$ cat src/hdl/axs_pkg.sv
// ----------------------------------------------------------------------------
// axs_pkg
// Types and decode constants shared by the address reference scanner.
// ----------------------------------------------------------------------------
`default_nettype none

package axs_pkg;

  localparam int unsigned WordW = 32;
  localparam int unsigned OffW  = 48;
  localparam int unsigned ValW  = 64;
  localparam int unsigned RegN  = 32;
  localparam int unsigned RegW  = 5;

  localparam logic [WordW-1:0] AdrpMask    = 32'h9F00_0000;
  localparam logic [WordW-1:0] AdrpMatch   = 32'h9000_0000;
  localparam logic [WordW-1:0] AddMask     = 32'hFF00_0000;
  localparam logic [WordW-1:0] AddMatch    = 32'h9100_0000;
  localparam logic [WordW-1:0] LdrMask     = 32'hF9C0_0000;
  localparam logic [WordW-1:0] LdrMatch    = 32'hF940_0000;
  localparam logic [WordW-1:0] AdrMask     = 32'h9F00_0000;
  localparam logic [WordW-1:0] AdrMatch    = 32'h1000_0000;
  localparam logic [WordW-1:0] LitMask     = 32'hFF00_0000;
  localparam logic [WordW-1:0] LitMatch    = 32'h5800_0000;
  localparam logic [WordW-1:0] LitImmMask  = 32'h00FF_FFE0;
  localparam logic [WordW-1:0] ImmLoMask   = 32'h6000_0000;

  // what the back end does with a decoded word
  typedef enum logic [1:0] {
    OP_NONE,   // no write, compare only
    OP_SKIP,   // no write, no compare
    OP_CONST,  // write precomputed value
    OP_ADD     // write rn + operand
  } op_e;

  typedef struct packed {
    op_e             op;
    logic            check;
    logic            scan_start;
    logic [RegW-1:0] rd;
    logic [RegW-1:0] rn;
    logic [ValW-1:0] operand;
    logic [OffW-1:0] pos;
  } item_t;

endpackage

`default_nettype wire

$ cat src/hdl/axs_fifo.sv
// ----------------------------------------------------------------------------
// axs_fifo
// Short queue of decoded items between the front and back ends.
// ----------------------------------------------------------------------------
`default_nettype none

module axs_fifo #(
  parameter int unsigned DEPTH = 2
) (
  input  wire logic           clk_i,
  input  wire logic           rst_ni,
  input  wire logic           push_i,
  input  wire axs_pkg::item_t item_i,
  output logic                full_o,
  input  wire logic           pop_i,
  output logic                head_valid_o,
  output axs_pkg::item_t      head_o
);

  localparam int unsigned PtrW = $clog2(DEPTH);
  localparam int unsigned CntW = $clog2(DEPTH + 1);

  axs_pkg::item_t mem_q [DEPTH];
  logic [PtrW-1:0] wr_ptr_q, rd_ptr_q;
  logic [CntW-1:0] count_q;

  function automatic logic [PtrW-1:0] next_ptr(logic [PtrW-1:0] p);
    return (p == PtrW'(DEPTH - 1)) ? '0 : p + 1'b1;
  endfunction

  assign full_o       = count_q == CntW'(DEPTH);
  assign head_valid_o = count_q != '0;
  assign head_o       = mem_q[rd_ptr_q];

  always_ff @(posedge clk_i or negedge rst_ni) begin
    if (!rst_ni) begin
      wr_ptr_q <= '0;
      rd_ptr_q <= '0;
      count_q  <= '0;
    end else begin
      if (push_i) wr_ptr_q <= next_ptr(wr_ptr_q);
      if (pop_i) rd_ptr_q <= next_ptr(rd_ptr_q);
      if (push_i && !pop_i) count_q <= count_q + 1'b1;
      else if (pop_i && !push_i) count_q <= count_q - 1'b1;
    end
  end

  always_ff @(posedge clk_i) begin
    if (push_i) mem_q[wr_ptr_q] <= item_i;
  end

  assert property (@(posedge clk_i) disable iff (!rst_ni) pop_i |-> count_q != '0)
    else $error("pop from empty queue");
  assert property (@(posedge clk_i) disable iff (!rst_ni)
    push_i && !pop_i |-> count_q != CntW'(DEPTH))
    else $error("push into full queue");

endmodule

`default_nettype wire

$ cat config.mk
export PLATFORM = sky130hd
export DESIGN_NAME = axs_fifo
export DESIGN_NICKNAME = d
export VERILOG_FILES = /design/src/hdl/axs_pkg.sv /design/src/hdl/axs_fifo.sv
export SDC_FILE = /design/constraint.sdc
export NUM_CORES = 1
export LEC_CHECK = 0
export BUFFER_PORTS_ARGS = -buffer_cell sky130_fd_sc_hd__buf_2
export CAP_MARGIN = 20
export CORE_MARGIN = 3
export CORE_UTILIZATION = 56
export CTS_CLUSTER_SIZE = 14
export DETAILED_ROUTE_END_ITERATION = 10
export PLACE_DENSITY = 0.85
export SLEW_MARGIN = 5
export SYNTH_ARGS = -nofsm -noshare
export SYNTH_HDL_FRONTEND = slang
export SYNTH_SLANG_ARGS = --single-unit
$ cat constraint.sdc
create_clock -name clk_i -period 13 [get_ports clk_i]
set_input_delay 0.65 -clock clk_i [delete_from_list [all_inputs] [get_ports clk_i]]
set_output_delay 0.65 -clock clk_i [all_outputs]
set_load 0.05 [all_outputs]
==> Yosys cells after proc, flatten, opt, wreduce, memory -nomap -nowiden <==
Memory sizes are Yosys's and may differ from the RTL's.
Cells that the tools add are included.
{ "classes": {"eq_ne": 1, "reduce_logical": 6, "magnitude_cmp": 0, "n_mul": 0, "add_sub_neg": 4, "shifts": 0, "div": 0, "bitwise": 0, "mux": 6} }
{ "op_table": {"columns": ["operator", "count"], "rows": [
  ["$mux W1", 4],
  ["$mux W2", 2],
  ["$reduce_bool A2 Y1", 2],
  ["$add A1 B1 Y1 const B", 2],
  ["$add A2 B1 Y2 const B", 1],
  ["$eq A2 B2 Y1 const B", 1],
  ["$logic_and A1 B1 Y1", 2],
  ["$logic_not A1 Y1", 2],
  ["$sub A2 B1 Y2 const B", 1]
]} }
{ "word_totals": {"mem_bits_ro": 0, "latch_bits": 0, "word_cells": 21, "ramBits": 252, "reg_bits": 4, "memories": 1} }
{ "mem_list": {"columns": ["name", "depth", "word_bits", "rd", "rd_clocked_by_memory_dff", "wr", "line_no", "rtl"], "rows": [
  ["mem_q", 2, 126, 1, 0, 1, "axs_fifo.sv:23", "axs_pkg::item_t mem_q [DEPTH];"]
]} }

==> Logic depth before layout (Yosys ltp) <==
{ "logic_depth": {"ltp_word": 4, "mapped_depth": 5, "mapped_depth_nobuf": 5} }

==> Least setup slack after synthesis <==
OpenSTA, ideal clock, no wires.
{ "synth_timing": {"path_kind": "input -> register", "startpoint": "input port push_i", "endpoint": "memory mem_q[0][0] in the netlist's numbering (enable)", "path_slack_ps": 6260, "n_path_buf": 0, "setup_ps": 628, "path_stages": 1, "required_time_ps": 12372, "arrival_ps": 6113, "path_cell_list": "nor2b_1"} }
{ "synth_via": {"elab_chain_cells": 2} }
{ "synth_rtl": {"columns": ["item", "line_no", "rtl"], "rows": [
  ["from (decl)", "axs_fifo.sv:12", "input wire logic push_i,"],
  ["$mux W1", "axs_fifo.sv:49", "if (push_i) mem_q[wr_ptr_q] <= item_i;"],
  ["$mux W1 (implied by the code)", "axs_fifo.sv:49", null],
  ["to (decl)", "axs_fifo.sv:23", null]
]} }
Every way passes these cells.

==> metrics.cfg <==
[timing]
setup_violations = 0
relSlewSlack_pct = 36.3
fin_crit_ps = 3690
rsz0062_at_grt = false
worstMarginPinSlew_ps = 956
final_hold_viol_count = 0
finalCritPeriodShare_pct = 28.4
finalClockSkew_ps = 5.50
setup-tns-final_ps = 0
timing.fmax_ghz = 0.271
hold_ws_ps = 339
slew_viol_final = 0

[synthesis]
syn_nets = 539
yosys_warnings = 0
syn_inst = 408
yosys.cell_types.count = 14
netlist_area_um2 = 9390
synth_seq_cells = 256
yosysSeqAreaShare_pct = 81.7
synth_area_per_cell_um2 = 23.0

[drt]
routed_wl_mm = 18.0
dr.pass1.iters = 4
num_vias = 4781
drtIter0Drc = 254
top_layer_used = met5
dr_wl_met2_mm = 9.37
wl_met1_mm = 6.64
dr_wl_met3_mm = 1.46
detail_route.vias_per_cell = 5.23
ant_nets = 0
drc = 0
wire_per_inst_um = 19.6

[global_routing]
grt_usage_pct = 18.6
grt_antenna_before_repair = 2
grt_max_degree = 84
first_global_vias = 5111
grt_pass1_wl_mm = 26.4
grt_overflow = 0

[clock_network]
postCtsSetupBuffers = 0
cts_buffer_depth = 3
postCtsHoldBufs = 1
clkLatencyLatePin_ps = 500
cts-buffers-inserted = 24
cts_resized = 0
clock-root-buffer = clkbuf_16
h-tree-depth = 1
cts.clk_slew.worst_paths_ps = 60
cts_tree = done
cts_sinks = 256

[critical_path]
cp-end-kind = output port
crit_fanout = 65
crit_end = head_o[34]
cp-start-kind = flip-flop
ff2ff_path_depth = 3
r2r_end = mem_q[0][52]
crit_type = reg -> out
required_ps = 12350
r2r_start = wr_ptr_q
worstSetupStartpoint = rd_ptr_q
arrival_ps = 3040
regToRegSetupSlack_ps = 10550

[pwr]
cellPowerDensity_nw_per_um2 = 262
p_total_w = 0.00307
p_leak_nw = 4.51
peakVddDrop_v = 0.000176

[final_layout]
antennaDiodeCount = 0
num-fill-cells = 946
nNetsFinal = 814
area_growth_pct = 24.6
stdcell_count = 914
drive_above_1_share_pct = 60.9

[die]
io_pins = 258
fp.dieW_um = 135
fp.dieH_um = 135
initial_utilization_pct = 58.1
core_um2 = 16200
fp-row-count = 46
dieArea_um2 = 18400

[place]
dp.cells = 871
port_buffers = 257
gp_congestion = 0.780
place_hpwl_mm = 12.1

[flow_run]
maxCapViolCount = 0

[status]
status = completed

[hold_path]
hold_path.class = in -> reg

registers in the layout (all words and copies together) (netlist names):
register,cells
wr_ptr_q,1
count_q,2
rd_ptr_q,1
mem_q,252
metrics by stage:
stage / setup slack, ps / utilization, % / area, µm²
2_1_floorplan: 6260 / - / 9390
6_report: 9310 / 72.3 / 11700
5_1_grt: 9140 / 72.3 / 11700
3_3_place_gp: 9870 / 67.3 / 10900
3_5_place_dp: 9830 / 67.3 / 10900
4_1_cts: 9270 / 72.1 / 11700
where the power goes:
| part | internal, W | total [W] | switching [W] |
|---|---|---|---|
| clock network | 0.000408 | 0.000677 | 0.000269 |
| registers | 0.00110 | 0.00118 | 0.0000802 |
| logic | 0.000347 | 0.00121 | 0.000865 |
| total | 0.00185 | 0.00307 | 0.00121 |
worst max-delay path, cell delays in order, from the launching register on:
cell and delay, ps:
dfrtp_4 980, buf_4 850, mux2_2 420, buf_2 210
cell families after synthesis:
group | count (synthesis) | synth area share [%]
DFF | 256 | 81.7
muxes | 126 | 16.3
buffers and inverters | 15 | 1.12
xor gates and xnor gates | 5 | 0.466
and+or+nand+nor | 5 | 0.307
adders and majority gates | 1 | 0.133
area by class of cell:
cell class | count | area, µm² | area share (%)
sequential | 256 | 7670 | 65.6
multi-input combinational | 137 | 1630 | 13.9
timing repair buffer | 263 | 1350 | 11.6
clock buffer | 30 | 644 | 5.51
tap | 216 | 270 | 2.31
clock inverter | 11 | 126 | 1.08
inverter | 1 | 3.75 | 0.0321
layout by cell type, fill, tap and decap left out:
cell           instances
nor2_1                 1
mux2_2                96
xor2_1                 4
buf_4                  4
edfxtp_1             252
clkbuf_16             25
mux2_4                30
nor2b_4                1
clkbuf_1               5
xnor2_1                1
bufinv_16              3
clkinv_1               3
or2_2                  1
dfrtp_4                1
ha_1                   1
buf_16                 1
nor2b_1                1
and2_4                 1
dfrtp_1                3
dlygate4sd3_1          1
clkinv_2               5
buf_2                257
inv_1                  1
metal layers:
| layer | vias up | GRT usage [%] |
|---|---|---|
| met5 | - | 0 |
| met4 | 4 | 6.05 |
| met3 | 40 | 5.53 |
| met2 | 212 | 33.5 |
| met1 | 2357 | 21.4 |
| li1 | 2168 | - |
worst min-delay path by stage:
| stage | start | end | slack [ps] | cells past startpoint |
|---|---|---|---|---|
| 6_report | item_i[63] | mem_q[1][63] | 340 | 1 |
| 5_1_grt | item_i[124] | mem_q[1][124] | 320 | 1 |
| 4_1_cts | item_i[63] | mem_q[0][63] | 310 | 1 |
| 2_1_floorplan | rst_ni | count_q[0] | 350 | 0 |
| 3_5_place_dp | rst_ni | rd_ptr_q | 460 | 1 |
| 3_3_place_gp | rst_ni | rd_ptr_q | 460 | 1 |
cell usage after synthesis:
cell,n,area (µm²)
mux2_2,96,1080
xor2_1,4,35.0
nor2b_1,2,12.5
nor2_1,1,3.75
and2_1,1,6.26
or2_2,1,6.26
dfrtp_1,4,100
mux2_4,30,450
inv_1,1,3.75
ha_1,1,12.5
edfxtp_1,252,7570
buf_6,5,56.3
xnor2_1,1,8.76
buf_2,9,45.0
Power figures use the tool's default switching activity.
