<file path="config.mk">
export PLATFORM = sky130hd
export DESIGN_NAME = axs_front
export DESIGN_NICKNAME = d
export VERILOG_FILES = /design/src/hdl/axs_pkg.sv /design/src/hdl/axs_front.sv
export SDC_FILE = /design/constraint.sdc
export NUM_CORES = 1
export LEC_CHECK = 0
export BUFFER_PORTS_ARGS = -buffer_cell sky130_fd_sc_hd__buf_2
export CORE_UTILIZATION = 44
export DETAILED_ROUTE_END_ITERATION = 10
export GPL_ROUTABILITY_DRIVEN = 0
export PLACE_DENSITY = 0.77
export RECOVER_POWER = 100
export SETUP_SLACK_MARGIN = 0.4
export SLEW_MARGIN = 40
export SYNTH_ARGS = -nofsm -noshare
export SYNTH_HDL_FRONTEND = slang
export SYNTH_SLANG_ARGS = --single-unit
</file>
<file path="constraint.sdc">
create_clock -name vclk -period 8.1
set_clock_uncertainty 0.2 [all_clocks]
set_input_delay 0 -clock vclk [all_inputs]
set_output_delay 0 -clock vclk [all_outputs]
set_load 0.005 [all_outputs]
</file>
<file path="src/hdl/axs_pkg.sv">
// ----------------------------------------------------------------------------
// axs_pkg
// Types and decode constants shared by the address reference scanner.
// ----------------------------------------------------------------------------
`default_nettype none

package axs_pkg;

  localparam int unsigned WordW = 32;
  localparam int unsigned OffW  = 48;
  localparam int unsigned ValW  = 64;
  localparam int unsigned RegN  = 32;
  localparam int unsigned RegW  = 5;

  localparam logic [WordW-1:0] AdrpMask    = 32'h9F00_0000;
  localparam logic [WordW-1:0] AdrpMatch   = 32'h9000_0000;
  localparam logic [WordW-1:0] AddMask     = 32'hFF00_0000;
  localparam logic [WordW-1:0] AddMatch    = 32'h9100_0000;
  localparam logic [WordW-1:0] LdrMask     = 32'hF9C0_0000;
  localparam logic [WordW-1:0] LdrMatch    = 32'hF940_0000;
  localparam logic [WordW-1:0] AdrMask     = 32'h9F00_0000;
  localparam logic [WordW-1:0] AdrMatch    = 32'h1000_0000;
  localparam logic [WordW-1:0] LitMask     = 32'hFF00_0000;
  localparam logic [WordW-1:0] LitMatch    = 32'h5800_0000;
  localparam logic [WordW-1:0] LitImmMask  = 32'h00FF_FFE0;
  localparam logic [WordW-1:0] ImmLoMask   = 32'h6000_0000;

  // what the back end does with a decoded word
  typedef enum logic [1:0] {
    OP_NONE,   // no write, compare only
    OP_SKIP,   // no write, no compare
    OP_CONST,  // write precomputed value
    OP_ADD     // write rn + operand
  } op_e;

  typedef struct packed {
    op_e             op;
    logic            check;
    logic            scan_start;
    logic [RegW-1:0] rd;
    logic [RegW-1:0] rn;
    logic [ValW-1:0] operand;
    logic [OffW-1:0] pos;
  } item_t;

endpackage

`default_nettype wire

</file>
<file path="src/hdl/axs_front.sv">
// ----------------------------------------------------------------------------
// axs_front
// Accepts instruction words, decodes them and forms register-free values.
// ----------------------------------------------------------------------------
`default_nettype none

module axs_front (
  input  wire logic                      in_valid_i,
  output logic                           in_ready_o,
  input  wire logic [axs_pkg::WordW-1:0] instr_word_i,
  input  wire logic [axs_pkg::OffW-1:0]  byte_offset_i,
  input  wire logic                      scan_start_i,
  input  wire logic                      q_full_i,
  output logic                           push_o,
  output axs_pkg::item_t                 item_o
);

  logic [axs_pkg::WordW-1:0] w;
  logic [axs_pkg::OffW-1:0]  pos;
  logic [axs_pkg::ValW-1:0]  pos64;
  logic [axs_pkg::ValW-1:0]  imm21;
  logic [axs_pkg::ValW-1:0]  imm12;
  logic [axs_pkg::ValW-1:0]  lit;
  logic [axs_pkg::ValW-1:0]  base;
  logic [axs_pkg::ValW-1:0]  addend;
  logic                      is_adrp;
  logic                      is_adr;

  assign w      = instr_word_i;
  assign pos    = {byte_offset_i[axs_pkg::OffW-1:2], 2'b00};
  assign pos64  = {{(axs_pkg::ValW-axs_pkg::OffW){1'b0}}, pos};
  assign imm21  = {{43{w[23]}}, w[23:5], w[30:29]};
  assign imm12  = {52'd0, w[21:10]};
  assign lit    = axs_pkg::ValW'((w & axs_pkg::LitImmMask) >> 3);

  assign is_adrp = (w & axs_pkg::AdrpMask) == axs_pkg::AdrpMatch;
  assign is_adr  = (w & axs_pkg::AdrMask) == axs_pkg::AdrMatch;

  // one adder for all pc-relative forms
  always_comb begin
    if (is_adrp) begin
      base   = {pos64[axs_pkg::ValW-1:12], 12'd0};
      addend = {imm21[axs_pkg::ValW-13:0], 12'd0};
    end else if (is_adr) begin
      base   = pos64;
      addend = imm21;
    end else begin
      base   = pos64;
      addend = lit;
    end
  end

  always_comb begin
    item_o.rd         = w[4:0];
    item_o.rn         = w[9:5];
    item_o.pos        = pos;
    item_o.scan_start = scan_start_i;
    item_o.check      = 1'b1;
    item_o.op         = axs_pkg::OP_NONE;
    item_o.operand    = base + addend;
    priority if (is_adrp) begin
      item_o.op    = axs_pkg::OP_CONST;
      item_o.check = 1'b0;
    end else if ((w & axs_pkg::AddMask) == axs_pkg::AddMatch) begin
      if (w[23]) begin
        item_o.op    = axs_pkg::OP_SKIP;
        item_o.check = 1'b0;
      end else begin
        item_o.op      = axs_pkg::OP_ADD;
        item_o.operand = w[22] ? {imm12[axs_pkg::ValW-13:0], 12'd0} : imm12;
      end
    end else if ((w & axs_pkg::LdrMask) == axs_pkg::LdrMatch) begin
      if (w[21:10] == 12'd0) begin
        item_o.op    = axs_pkg::OP_SKIP;
        item_o.check = 1'b0;
      end else begin
        item_o.op      = axs_pkg::OP_ADD;
        item_o.operand = {imm12[axs_pkg::ValW-4:0], 3'd0};
      end
    end else if (is_adr) begin
      item_o.op = axs_pkg::OP_CONST;
    end else if ((w & axs_pkg::LitMask) == axs_pkg::LitMatch) begin
      item_o.op = axs_pkg::OP_CONST;
    end else begin
      item_o.op = axs_pkg::OP_NONE;
    end
  end

  assign in_ready_o = !q_full_i;
  assign push_o     = in_valid_i && !q_full_i;

endmodule

`default_nettype wire

</file>
# == Word-level counts from Yosys, hierarchy flattened ==
# Index checks and enable logic that the tools add are counted.
# totals
regBits,0
output_inout_bits,128
wordCells,28
inputBits,83
# op_classes
addsub,1
n_reduce_logical,3
n_eq_ne,5
n_mux,19
# ops
cell,n
64-bit 2-to-1 mux,7
48-bit by 64-bit adder with 64-bit output,1
24-bit 2-to-1 mux,1
"8-bit equality test, second input constant",2
12-bit zero test,1
12-bit 2-to-1 mux,1
2-bit 2-to-1 mux,5
"8-bit by 7-bit equality test with 1-bit output, second input constant",1
"6-bit by 5-bit equality test with 1-bit output, second input constant",1
"6-bit equality test, second input constant",1
3-bit 2-to-1 mux,2
1-bit 2-to-1 mux,3
1-bit logical AND,1
1-bit zero test,1

# == Logic depth before layout (Yosys ltp) ==
# depth
depth_word,8
mapped_depth,18
depth_no_buf,15

# == Least setup slack after synthesis ==
# Ideal clock, no wire load.
# synth_timing
kind,input to output
from,input instr_word_i[25] (netlist bit)
to,output item_o[92] (netlist bit)
required_ns,7.900
path_slack_ns,4.325
path_stages,16
arrival_ns,3.575
n_path_buf,1
path_cell_list,or4b_1 -> nor2_1 -> nand2_1 -> clkbuf_1 -> and2_1 -> ha_1 -> fa_1 -> a21oi_1 -> o21ai_0 -> o21ai_0 -> a21oi_1 -> nand2b_4 -> a211oi_1 -> o21bai_1 -> xnor2_1 -> nor2_1
# synth_lines
element,line_no,rtl
from (decl),axs_front.sv:10,"input wire logic [axs_pkg::WordW-1:0] instr_word_i,"
to (decl),axs_front.sv:15,output axs_pkg::item_t item_o

==> impl_results.md <==
* Outcome: complete, no violations
* Measured slew at the worst slew-check pin at 1.12 ns
* Setup-failing EPs final at 0
* Num sequential at 0
* Drt drc at 0
* Avg Cell Area, Syn at 6.65 um2
* DRT iter0 DRCs at 250
* CP Buf/Inv Count at 2
* Hold depth at 2
* Crit-path cells: clkbuf_1 -> or4b_1 -> nor2_1 -> nand2_1 -> and2_1 -> ha_1 -> fa_1 -> a21oi_1 -> o21ai_0 -> o21ai_0 -> a21oi_1 -> nand2b_1 -> a211oi_1 -> nor4b_1 -> nor4_1 -> a211oi_1 -> clkbuf_1
* Pwr/cell area at 53.7 nW/um2
* Final WL at 14200 um
* Hold Path Class: input port to output pin
* # diodes at 0
* Cell Area, Synth at 4350 um2
* Layout cell share with drive strength beyond 1 at 0.156
* Layout fillers at 1027
* Core Box Area at 9420 um2
* Initial core utilization at 0.462
* Post-CTS setup buffer count at 0
* GRT overflow at 0
* IO Count at 211
* Crit end category: output pin
* Synthesized instance count at 654
* CP max stage delay at 0.73 ns
* Hold Startpoint: byte_offset_i[45]
* Crit-path slowest cell: nand2_1
* Cell variety after synth at 71
* Area after DPL at 4880 um2
* DIE AREA at 10300 um2
* First-pass GRT wire length at 21100 um
* Final Net Count at 927
* Final Hold Fails at 0
* Max-slew headroom at 0.255
* WL/cell at 15.4 um
* Family with the most delay on the worst path: simple AND/OR/NAND/NOR gates
* Slew Viols, Final at 0
* Hold_buf cts at 33
* Max-capacitance violation count at 0
* Largest area contributor in the netlist: ha_1
* Largest net degree at the start of global routing at 41
* Pre-Repair DR Iteration Count at 5
* IO buf count at 195
* Area Overhead vs Synth at 15.6%
* Critical path launch point type: input port
* Initial antenna violation count at 0
* Post-DP HPWL at 11300 um
* Gr usage total at 0.253
* Critical path depth at 17
* DRT antenna net count at 0
* Die width at 101 um
* LEAKAGE at 2.35 nW
* Ranking of synthesized cells by area: ha_1 (14%), buf_4 (10%), nand2_1 (7.2%)
* RSZ-0062 raised after global routing: false
* Sequential element share of the synthesized area at 0
* Final instance area at 5030 um2
* Setup TNS at 0 ns
* Die height at 101 um
* Placement Setup Slack at 3.17 ns
* Crit-path max FO at 37
* Crit path DAT at 5.22 ns
* Critical path class: input port to output pin
* Rows at 35
* Final period util at 0.669
* Most frequent cells in the layout: buf_2 (102), nand2_1 (84), clkbuf_1 (84)
* Peak VDD IR at 36.1 uV
* Post-synth top area share at 0.138
* DR vias at 5257
* Clkbuf count at 0
* Most common cell after layout, fill and taps aside: buf_2
* Worst Hold End: item_o[45]
* Via/cell ratio at 5.70
* Max Clk Rate at 185 MHz
* FF+latch area at 0 um2
* Ys Warns at 0
* Fin worst setup slack at 2.68 ns
* Min Tclk post-route at 5.42 ns
* CTS resizes at 0
* Worst path required time at 7.90 ns
* Vias in the first global route at 4661
[cells in the mapped netlist (5+ instances only)]
master and count:
o211ai_1 10, o21a_1 18, nor2_1 52, and2_1 24, buf_2 6, nand3_1 6, xnor2_1 26, nor3_1 18
o21bai_1 13, nor4_1 5, a21oi_1 53, a22oi_1 10, inv_1 15, a211oi_1 9, xor2_1 13, a21o_1 25
a31oi_1 7, nand4_1 11, buf_6 6, clkbuf_1 16, buf_4 60, o21ai_0 38, and3_1 8, nand2_1 83
ha_1 48
[power breakdown]
group | internal [W] | switching (W) | leakage, nW
Clock | 0 | 0 | 0
Combinational | 0.000120 | 0.000150 | 2.35
Sequential | 0 | 0 | 0
Total | 0.000120 | 0.000150 | 2.35
[how the worst max path moves through the flow]
stage / start / to / slack [ns]
2_1_floorplan: instr_word_i[25] / item_o[92] / 4.33
3_3_place_gp: instr_word_i[25] / item_o[96] / 2.87
3_5_place_dp: instr_word_i[25] / item_o[96] / 3.17
4_1_cts: instr_word_i[25] / item_o[96] / 3.16
5_1_grt: instr_word_i[27] / item_o[96] / 2.35
6_report: instr_word_i[25] / item_o[96] / 2.68
[per-layer routing]
layer,vias to the layer above,track usage,wire (um)
met1,2360,0.326,6200
met2,274,0.462,6700
met4,0,0.0546,233
met3,24,0.0124,1050
met5,-,0,0
li1,2599,-,-
[per-stage QoR]
stage | util | power [W] | hold slack (ns) | cells
final | 0.534 | 0.000270 | 0.00587 | 922
after global placement | 0.518 | 0.000262 | -0.200 | 889
after detailed placement | 0.518 | 0.000263 | -0.200 | 889
after CTS | 0.553 | 0.000277 | 0.000199 | 922
after floorplan | - | 0.000180 | -0.173 | 655
after global routing | 0.534 | 0.000296 | 0.0247 | 922
[cell type report]
type / instances / area [um2] / area share
inverters: 16 / 60.1 / 0.0119
repair buffers: 228 / 1200 / 0.238
well taps: 129 / 161 / 0.0321
multi-input cells: 549 / 3610 / 0.718
[cell families after synthesis]
family | after synthesis | synth area share
AO/OA/AOI/OAI | 221 | 0.344
XOR/XNOR | 39 | 0.0785
adder cells (fa/ha/maj) | 49 | 0.143
buffers and inverters | 106 | 0.156
multiplexers | 5 | 0.0118
other | 1 | 0.000862
AND/OR/NAND/NOR | 233 | 0.267
Power figures use the tool's default switching activity.
