### config.mk
export PLATFORM = sky130hd
export DESIGN_NAME = axs_back
export DESIGN_NICKNAME = d
export VERILOG_FILES = /design/src/hdl/axs_pkg.sv /design/src/hdl/axs_back.sv
export SDC_FILE = /design/constraint.sdc
export NUM_CORES = 2
export LEC_CHECK = 0
export BUFFER_PORTS_ARGS = -buffer_cell sky130_fd_sc_hd__clkbuf_2
export CAP_MARGIN = 30
export CORE_UTILIZATION = 30
export CTS_CLUSTER_SIZE = 30
export DETAILED_ROUTE_END_ITERATION = 10
export PLACE_DENSITY_LB_ADDON = 0.15
export SKIP_CTS_REPAIR_TIMING = 1
export SLEW_MARGIN = 30
export SYNTH_ARGS = -nofsm -noshare
export SYNTH_HDL_FRONTEND = slang
export SYNTH_SLANG_ARGS = --single-unit
### constraint.sdc
create_clock -name clk_i -period 46.9 [get_ports clk_i]
set_input_delay 4.69 -clock clk_i [delete_from_list [all_inputs] [get_ports clk_i]]
set_output_delay 4.69 -clock clk_i [all_outputs]
set_load 0.005 [all_outputs]
### src/hdl/axs_pkg.sv
// ----------------------------------------------------------------------------
// axs_pkg
// Types and decode constants shared by the address reference scanner.
// ----------------------------------------------------------------------------
`default_nettype none

package axs_pkg;

  localparam int unsigned WordW = 32;
  localparam int unsigned OffW  = 48;
  localparam int unsigned ValW  = 64;
  localparam int unsigned RegN  = 32;
  localparam int unsigned RegW  = 5;

  localparam logic [WordW-1:0] AdrpMask    = 32'h9F00_0000;
  localparam logic [WordW-1:0] AdrpMatch   = 32'h9000_0000;
  localparam logic [WordW-1:0] AddMask     = 32'hFF00_0000;
  localparam logic [WordW-1:0] AddMatch    = 32'h9100_0000;
  localparam logic [WordW-1:0] LdrMask     = 32'hF9C0_0000;
  localparam logic [WordW-1:0] LdrMatch    = 32'hF940_0000;
  localparam logic [WordW-1:0] AdrMask     = 32'h9F00_0000;
  localparam logic [WordW-1:0] AdrMatch    = 32'h1000_0000;
  localparam logic [WordW-1:0] LitMask     = 32'hFF00_0000;
  localparam logic [WordW-1:0] LitMatch    = 32'h5800_0000;
  localparam logic [WordW-1:0] LitImmMask  = 32'h00FF_FFE0;
  localparam logic [WordW-1:0] ImmLoMask   = 32'h6000_0000;

  // what the back end does with a decoded word
  typedef enum logic [1:0] {
    OP_NONE,   // no write, compare only
    OP_SKIP,   // no write, no compare
    OP_CONST,  // write precomputed value
    OP_ADD     // write rn + operand
  } op_e;

  typedef struct packed {
    op_e             op;
    logic            check;
    logic            scan_start;
    logic [RegW-1:0] rd;
    logic [RegW-1:0] rn;
    logic [ValW-1:0] operand;
    logic [OffW-1:0] pos;
  } item_t;

endpackage

`default_nettype wire

### src/hdl/axs_back.sv
// ----------------------------------------------------------------------------
// axs_back
// Register tracking: reads sources, adds, writes back, compares with target.
// ----------------------------------------------------------------------------
`default_nettype none

module axs_back (
  input  wire logic                      clk_i,
  input  wire logic                      rst_ni,
  input  wire logic                      head_valid_i,
  input  wire axs_pkg::item_t            head_i,
  output logic                           pop_o,
  input  wire logic [axs_pkg::ValW-1:0]  target_i,
  output logic                           out_valid_o,
  input  wire logic                      out_ready_i,
  output logic                           hit_o,
  output logic [axs_pkg::OffW-1:0]       hit_offset_o
);

  logic [axs_pkg::ValW-1:0] mem_q [axs_pkg::RegN];
  logic [axs_pkg::RegN-1:0] valid_q, valid_d;
  logic [axs_pkg::ValW-1:0] rn_data_q, rd_data_q;
  logic [axs_pkg::RegW-1:0] fwd_addr_q;
  logic [axs_pkg::ValW-1:0] fwd_data_q;
  axs_pkg::item_t           ex_q;
  logic                     ex_valid_q;
  logic                     out_valid_q;
  logic                     hit_q;
  logic [axs_pkg::OffW-1:0] hit_offset_q;

  logic                     fire;
  logic                     advance;
  logic                     wr_en;
  logic [axs_pkg::ValW-1:0] rn_val, rd_val, new_val, cmp_val;
  logic                     hit_d;

  assign fire    = ex_valid_q && (!out_valid_q || out_ready_i);
  assign advance = head_valid_i && (!ex_valid_q || fire);
  assign pop_o   = advance;
  assign wr_en   = fire && (ex_q.op == axs_pkg::OP_CONST || ex_q.op == axs_pkg::OP_ADD);

  // operand values as seen after all earlier items
  always_comb begin
    if (ex_q.scan_start || !valid_q[ex_q.rn]) rn_val = '0;
    else if (fwd_addr_q == ex_q.rn) rn_val = fwd_data_q;
    else rn_val = rn_data_q;
    if (ex_q.scan_start || !valid_q[ex_q.rd]) rd_val = '0;
    else if (fwd_addr_q == ex_q.rd) rd_val = fwd_data_q;
    else rd_val = rd_data_q;
  end

  assign new_val = (ex_q.op == axs_pkg::OP_ADD) ? rn_val + ex_q.operand : ex_q.operand;
  assign cmp_val = (ex_q.op == axs_pkg::OP_CONST || ex_q.op == axs_pkg::OP_ADD) ?
                   new_val : rd_val;
  assign hit_d   = ex_q.check && (cmp_val == target_i);

  always_comb begin
    valid_d = valid_q;
    if (fire && ex_q.scan_start) valid_d = '0;
    if (wr_en) valid_d[ex_q.rd] = 1'b1;
  end

  always_ff @(posedge clk_i) begin
    if (wr_en) begin
      mem_q[ex_q.rd] <= new_val;
      fwd_addr_q     <= ex_q.rd;
      fwd_data_q     <= new_val;
    end
    if (advance) begin
      rn_data_q <= mem_q[head_i.rn];
      rd_data_q <= mem_q[head_i.rd];
      ex_q      <= head_i;
    end
    if (fire) begin
      hit_q        <= hit_d;
      hit_offset_q <= hit_d ? ex_q.pos : '0;
    end
  end

  always_ff @(posedge clk_i or negedge rst_ni) begin
    if (!rst_ni) begin
      valid_q     <= '0;
      ex_valid_q  <= 1'b0;
      out_valid_q <= 1'b0;
    end else begin
      valid_q <= valid_d;
      if (advance) ex_valid_q <= 1'b1;
      else if (fire) ex_valid_q <= 1'b0;
      if (fire) out_valid_q <= 1'b1;
      else if (out_ready_i) out_valid_q <= 1'b0;
    end
  end

  assign out_valid_o  = out_valid_q;
  assign hit_o        = hit_q;
  assign hit_offset_o = hit_offset_q;

  assert property (@(posedge clk_i) disable iff (!rst_ni)
    fire && ex_q.scan_start |=> $onehot0(valid_q))
    else $error("scan start left stale registers valid");
  assert property (@(posedge clk_i) disable iff (!rst_ni)
    fire && !ex_q.check |=> out_valid_q && !hit_q)
    else $error("hit reported for unchecked word");
  assert property (@(posedge clk_i) disable iff (!rst_ni)
    out_valid_q && !hit_q |-> hit_offset_q == '0)
    else $error("offset nonzero without hit");
  assert property (@(posedge clk_i) disable iff (!rst_ni)
    wr_en |=> valid_q[$past(ex_q.rd)])
    else $error("written register not marked valid");

endmodule

`default_nettype wire

# == After elaboration in Yosys (flattened, before gate mapping) ==
# Memories as Yosys holds them, arrays and structs flattened. A register that Yosys moved wholly into a read port is not among the register bits.
# Cells that the tools add are included.
# op_classes
bitwise,1
n_mux,20
reduce_logical,17
n_shift,0
add_sub_neg,1
div,0
n_mul,0
n_eq_ne,5
magnitude_cmp,3
# op_table
cell,n
$mux W64,6
$add A64 B64 Y64,1
$eq A64 B64 Y1,1
$mux W32,2
$or A32 B32 Y32,1
$lt A5 B6 Y1 const B,2
$bmux W1 S5,2
$eq A5 B5 Y1,2
$mux W1,9
$logic_and A1 B1 Y1,6
$demux W1 S5,1
$ge A5 B1 Y1 const B,1
$logic_or A1 B1 Y1,5
$eq A2 B2 Y1 const B,2
$logic_not A1 Y1,4
$reduce_bool A2 Y1,2
# word_totals
word_cells,62
rom_bits,0
in_bits,194
n_memories,1
regBits,278
latchBits,0
out_inout_bits,51
ramBits,2048
# memory_table
memory,depth,word_bits,read_ports,rd_clocked_by_memory_dff,wr,line_no,source
mem_q,32,64,2,2,1,axs_back.sv:20,logic [axs_pkg::ValW-1:0] mem_q [axs_pkg::RegN];

# == Logic depth before layout (Yosys ltp) ==
# logic_depth
depth_word,10
ltp_mapped,26
depth_no_buf,20

# == Worst setup path after synthesis ==
# OpenSTA, ideal clock, no wires.
# synth_timing
path_kind,input to output
from,in out_ready_i
to,out pop_o
path_buffers,0
path_slack_ns,19.099
t_required_ns,42.210
cell_stages,2
arrival_ns,23.111
path_cell_list,nor2b_1 a21boi_0
# synth_via
elab_chain_cells,4
# synth_rtl
item,line_no,source
from (decl),axs_back.sv:15,"input wire logic out_ready_i,"
$logic_or A1 B1 Y1,axs_back.sv:37,assign fire = ex_valid_q && (!out_valid_q || out_ready_i);
$logic_and A1 B1 Y1,axs_back.sv:37,
$logic_or A1 B1 Y1,axs_back.sv:38,assign advance = head_valid_i && (!ex_valid_q || fire);
$logic_and A1 B1 Y1,axs_back.sv:38,
to (decl),axs_back.sv:12,"output logic pop_o,"
# Every way passes these cells.

# == Worst setup path in the final report ==
# Same ends and word-level chain as after synthesis.

==> run metrics <==
run status finished with violations; violated checks DRC; Top delay family on crit path compound AO/OA/AOI/OAI gates; Routed WL 443000 um; final hold vios 0; Avg Vias per Cell 5.73; IO Port Bufs 244; overall power consumption 5.18 mW; number of register bits inferred by synthesis 2454; unrepaired setup endpoints after global routing false; area share of the leading cell type in the synthesized netlist 62.0%; largest family of logic cells by synthesized area multiplexers; H-Tree Depth 5; Detail Placement HPWL 264000 um; Placed Cells incl. Taps 11300; area of the core 389000 um^2; Crit path top cell by count clkbuf_2; 1st-pass router iterations 9; final period demand of the worst path 10.22 ns; largest cells by area after synthesis edfxtp_1 (62%), mux4_2 (25%), mux2_2 (1.4%); final worst-path cycle share 21.8%; Buf/Inv on CP 2; Adder-Cell Fraction of Synth Area 0.690%; Fin Clk Skew 0.0854 ns; Post-synth EDFFs 2420; power per cell area 38.5 nW/um^2; CTS Buf Count 296; CP Data Arrival Time 5.53 ns; worst supply voltage drop on vdd 0.0290 mV; chip height 627 um; Critical Path, Cell by Cell clkbuf_2 > nor2b_1 > a21boi_4 > clkbuf_2; highest attainable clock frequency 97.8 MHz; Core Rows 229; Avg Inst Size Synth 19.0 um^2; complex-gate fraction of the synthesized area 3.64%; category of the worst setup path launch point primary input; xor and xnor area share after synthesis 0.620%; residual DRC count 104; number of primary I/O pins 245; Critical Path Max Stage Delay 0.43 ns; Least-Margin Pin Slew 1.09 ns; root buffer cell clkbuf_16; worst min path class reg -> reg; maxcap violations 0; layout cells sized above 1 36.3%; Cell Count, Final, Fillers Out 11900; WP data required 42.21 ns; cell type with the largest total area after synthesis edfxtp_1; routed wire length per instance 37.3 um; routability-driven placement congestion ratio 0.979; Syn Std Cell Area 117000 um^2; Synth Flop Type edfxtp_1; worst hold-check slack 0.498 ns; final core utilization 34.6%; number of antenna violations at the first check in global routing 45; fraction of synthesized area in multiplexers 26.9%; overall fraction of global-route tracks in use 22.3%; post-synthesis instance total 6164; Leakage 42.7 nW; Crit Path Max Fanout 3; # setup viols final 0; total congestion overflow after global routing 0; type of the worst setup path in -> out; number of vias in the routed layout 68100; number of nets in the finished design 6687; Initial Utilization 30.1%; Sink Count 2454; endpoint type of the worst setup path output port; most frequent standard cell in the layout excluding fill and tap cells edfxtp_1; commonest cells after routing, fill and taps aside edfxtp_1 (2420), mux4_2 (1293), nand2_1 (320); die area 393000 um^2; post-synth cell types 95; largest net degree at the start of global routing 121; number of global-route vias before repair 69900; proportion of synthesized chip area in sequential cells 62.7%; clock tree from TritonCTS built; clock slew at the register clock pins of the worst setup and hold paths 0.05 ns; number of nets still failing antenna checks after routing 0; synthesized-area fraction occupied by and/or/nand/nor cells 3.58%; Final Max Slew Viols 0; warnings from Yosys 0; setup slack of the worst register-to-register path 37.92 ns; Setup TNS Final 0 ns; Clock Tree Buf Depth 4; Worst-Skew Late Latency 0.96 ns; floorplan die width 627 um; global-route wire length before repair 603000 um; number of nets in the synthesized netlist 6422; Iteration-0 DRC Markers 7738; CP max-delay cell a21boi_4; FFs w/ async S/R, synth 1.39%; Layout area overhead 14.9%; worst max-slew margin expressed relative to the limit 27.2%
-- cell families after synthesis --
kind of cell	after synthesis
mux	1513
flops	2454
buf+inv	529
fa+ha+maj	64
simple gates	872
compound gates	649
xor+xnor	83
-- registers in the layout, indices dropped and copies added, names as in the netlist --
| register | cells |
|---|---|
| hit_o | 1 |
| valid_q | 32 |
| rd_data_q | 64 |
| fwd_data_q | 64 |
| ex_q | 126 |
| hit_offset_o | 48 |
| out_valid_o | 1 |
| rn_data_q | 64 |
| ex_valid_q | 1 |
| fwd_addr_q | 5 |
| mem_q | 2048 |
-- path summary, 6_finish.rpt --
path	from	to	cells past startpoint
setup / recovery	out_ready_i	pop_o	4
hold / removal	valid_q[5]$_DFF_PN0_	valid_q[5]$_DFF_PN0_	1
setup reg to reg	ex_q[112]$_DFFE_PP_	hit_offset_o[14]$_SDFFCE_PN0P_	21
hold reg to reg	valid_q[5]$_DFF_PN0_	valid_q[5]$_DFF_PN0_	1
max in group asynchronous	rst_ni	valid_q[31]$_DFF_PN0_	1
min in group asynchronous	rst_ni	valid_q[2]$_DFF_PN0_	1
-- through the flow --
step | cell area, um^2 | worst slack, ns
2_1_floorplan | 117000 | 19.10
3_3_place_gp | 125000 | 36.50
3_5_place_dp | 125000 | 36.52
4_1_cts | 134000 | 36.52
5_1_grt | 135000 | 36.55
6_report | 135000 | 36.68
-- layer usage --
layer | wire length (um) | part of all wire, % | GRT usage (%) | up-vias
met5 | 0 | 0 | 0 | -
met4 | 18700 | 4.2 | 9.23 | 0
met3 | 24100 | 5.4 | 2.72 | 676
met2 | 218000 | 49 | 37.3 | 2727
met1 | 182000 | 41 | 29.4 | 37700
li1 | - | - | - | 27000
-- Yosys cell counts, drive strengths merged (28+ instances only) --
cell    count
clkbuf    331
edfxtp   2420
buf       135
nor4       67
dfrtp      34
mux2i      67
a21o       65
ha         63
o21ai     134
xor2       28
xnor2      55
nand4      56
mux4     1296
nand3      79
mux2      150
nor3       47
a21oi     199
inv        63
nor2      168
nand2     336
-- area by class of cell --
type,instances,area [um^2]
Antenna cell,30,75.1
Clock buffer,379,7820
Clock inverter,141,1270
Fill cell,36600,254000
Inverter,63,241
Multi-Input combinational cell,3181,42100
Sequential cell,2454,73500
Tap cell,5197,6500
Timing Repair Buffer,433,3090
-- where the power goes --
part	total, mW	leakage (nW)	internal, mW	switching [mW]
sequential	2.51	22.5	2.48	0.0327
combinational	0.466	15.8	0.179	0.287
clock	2.20	4.41	1.24	0.958
total	5.18	42.7	3.90	1.28
Power figures use the tool's default switching activity.
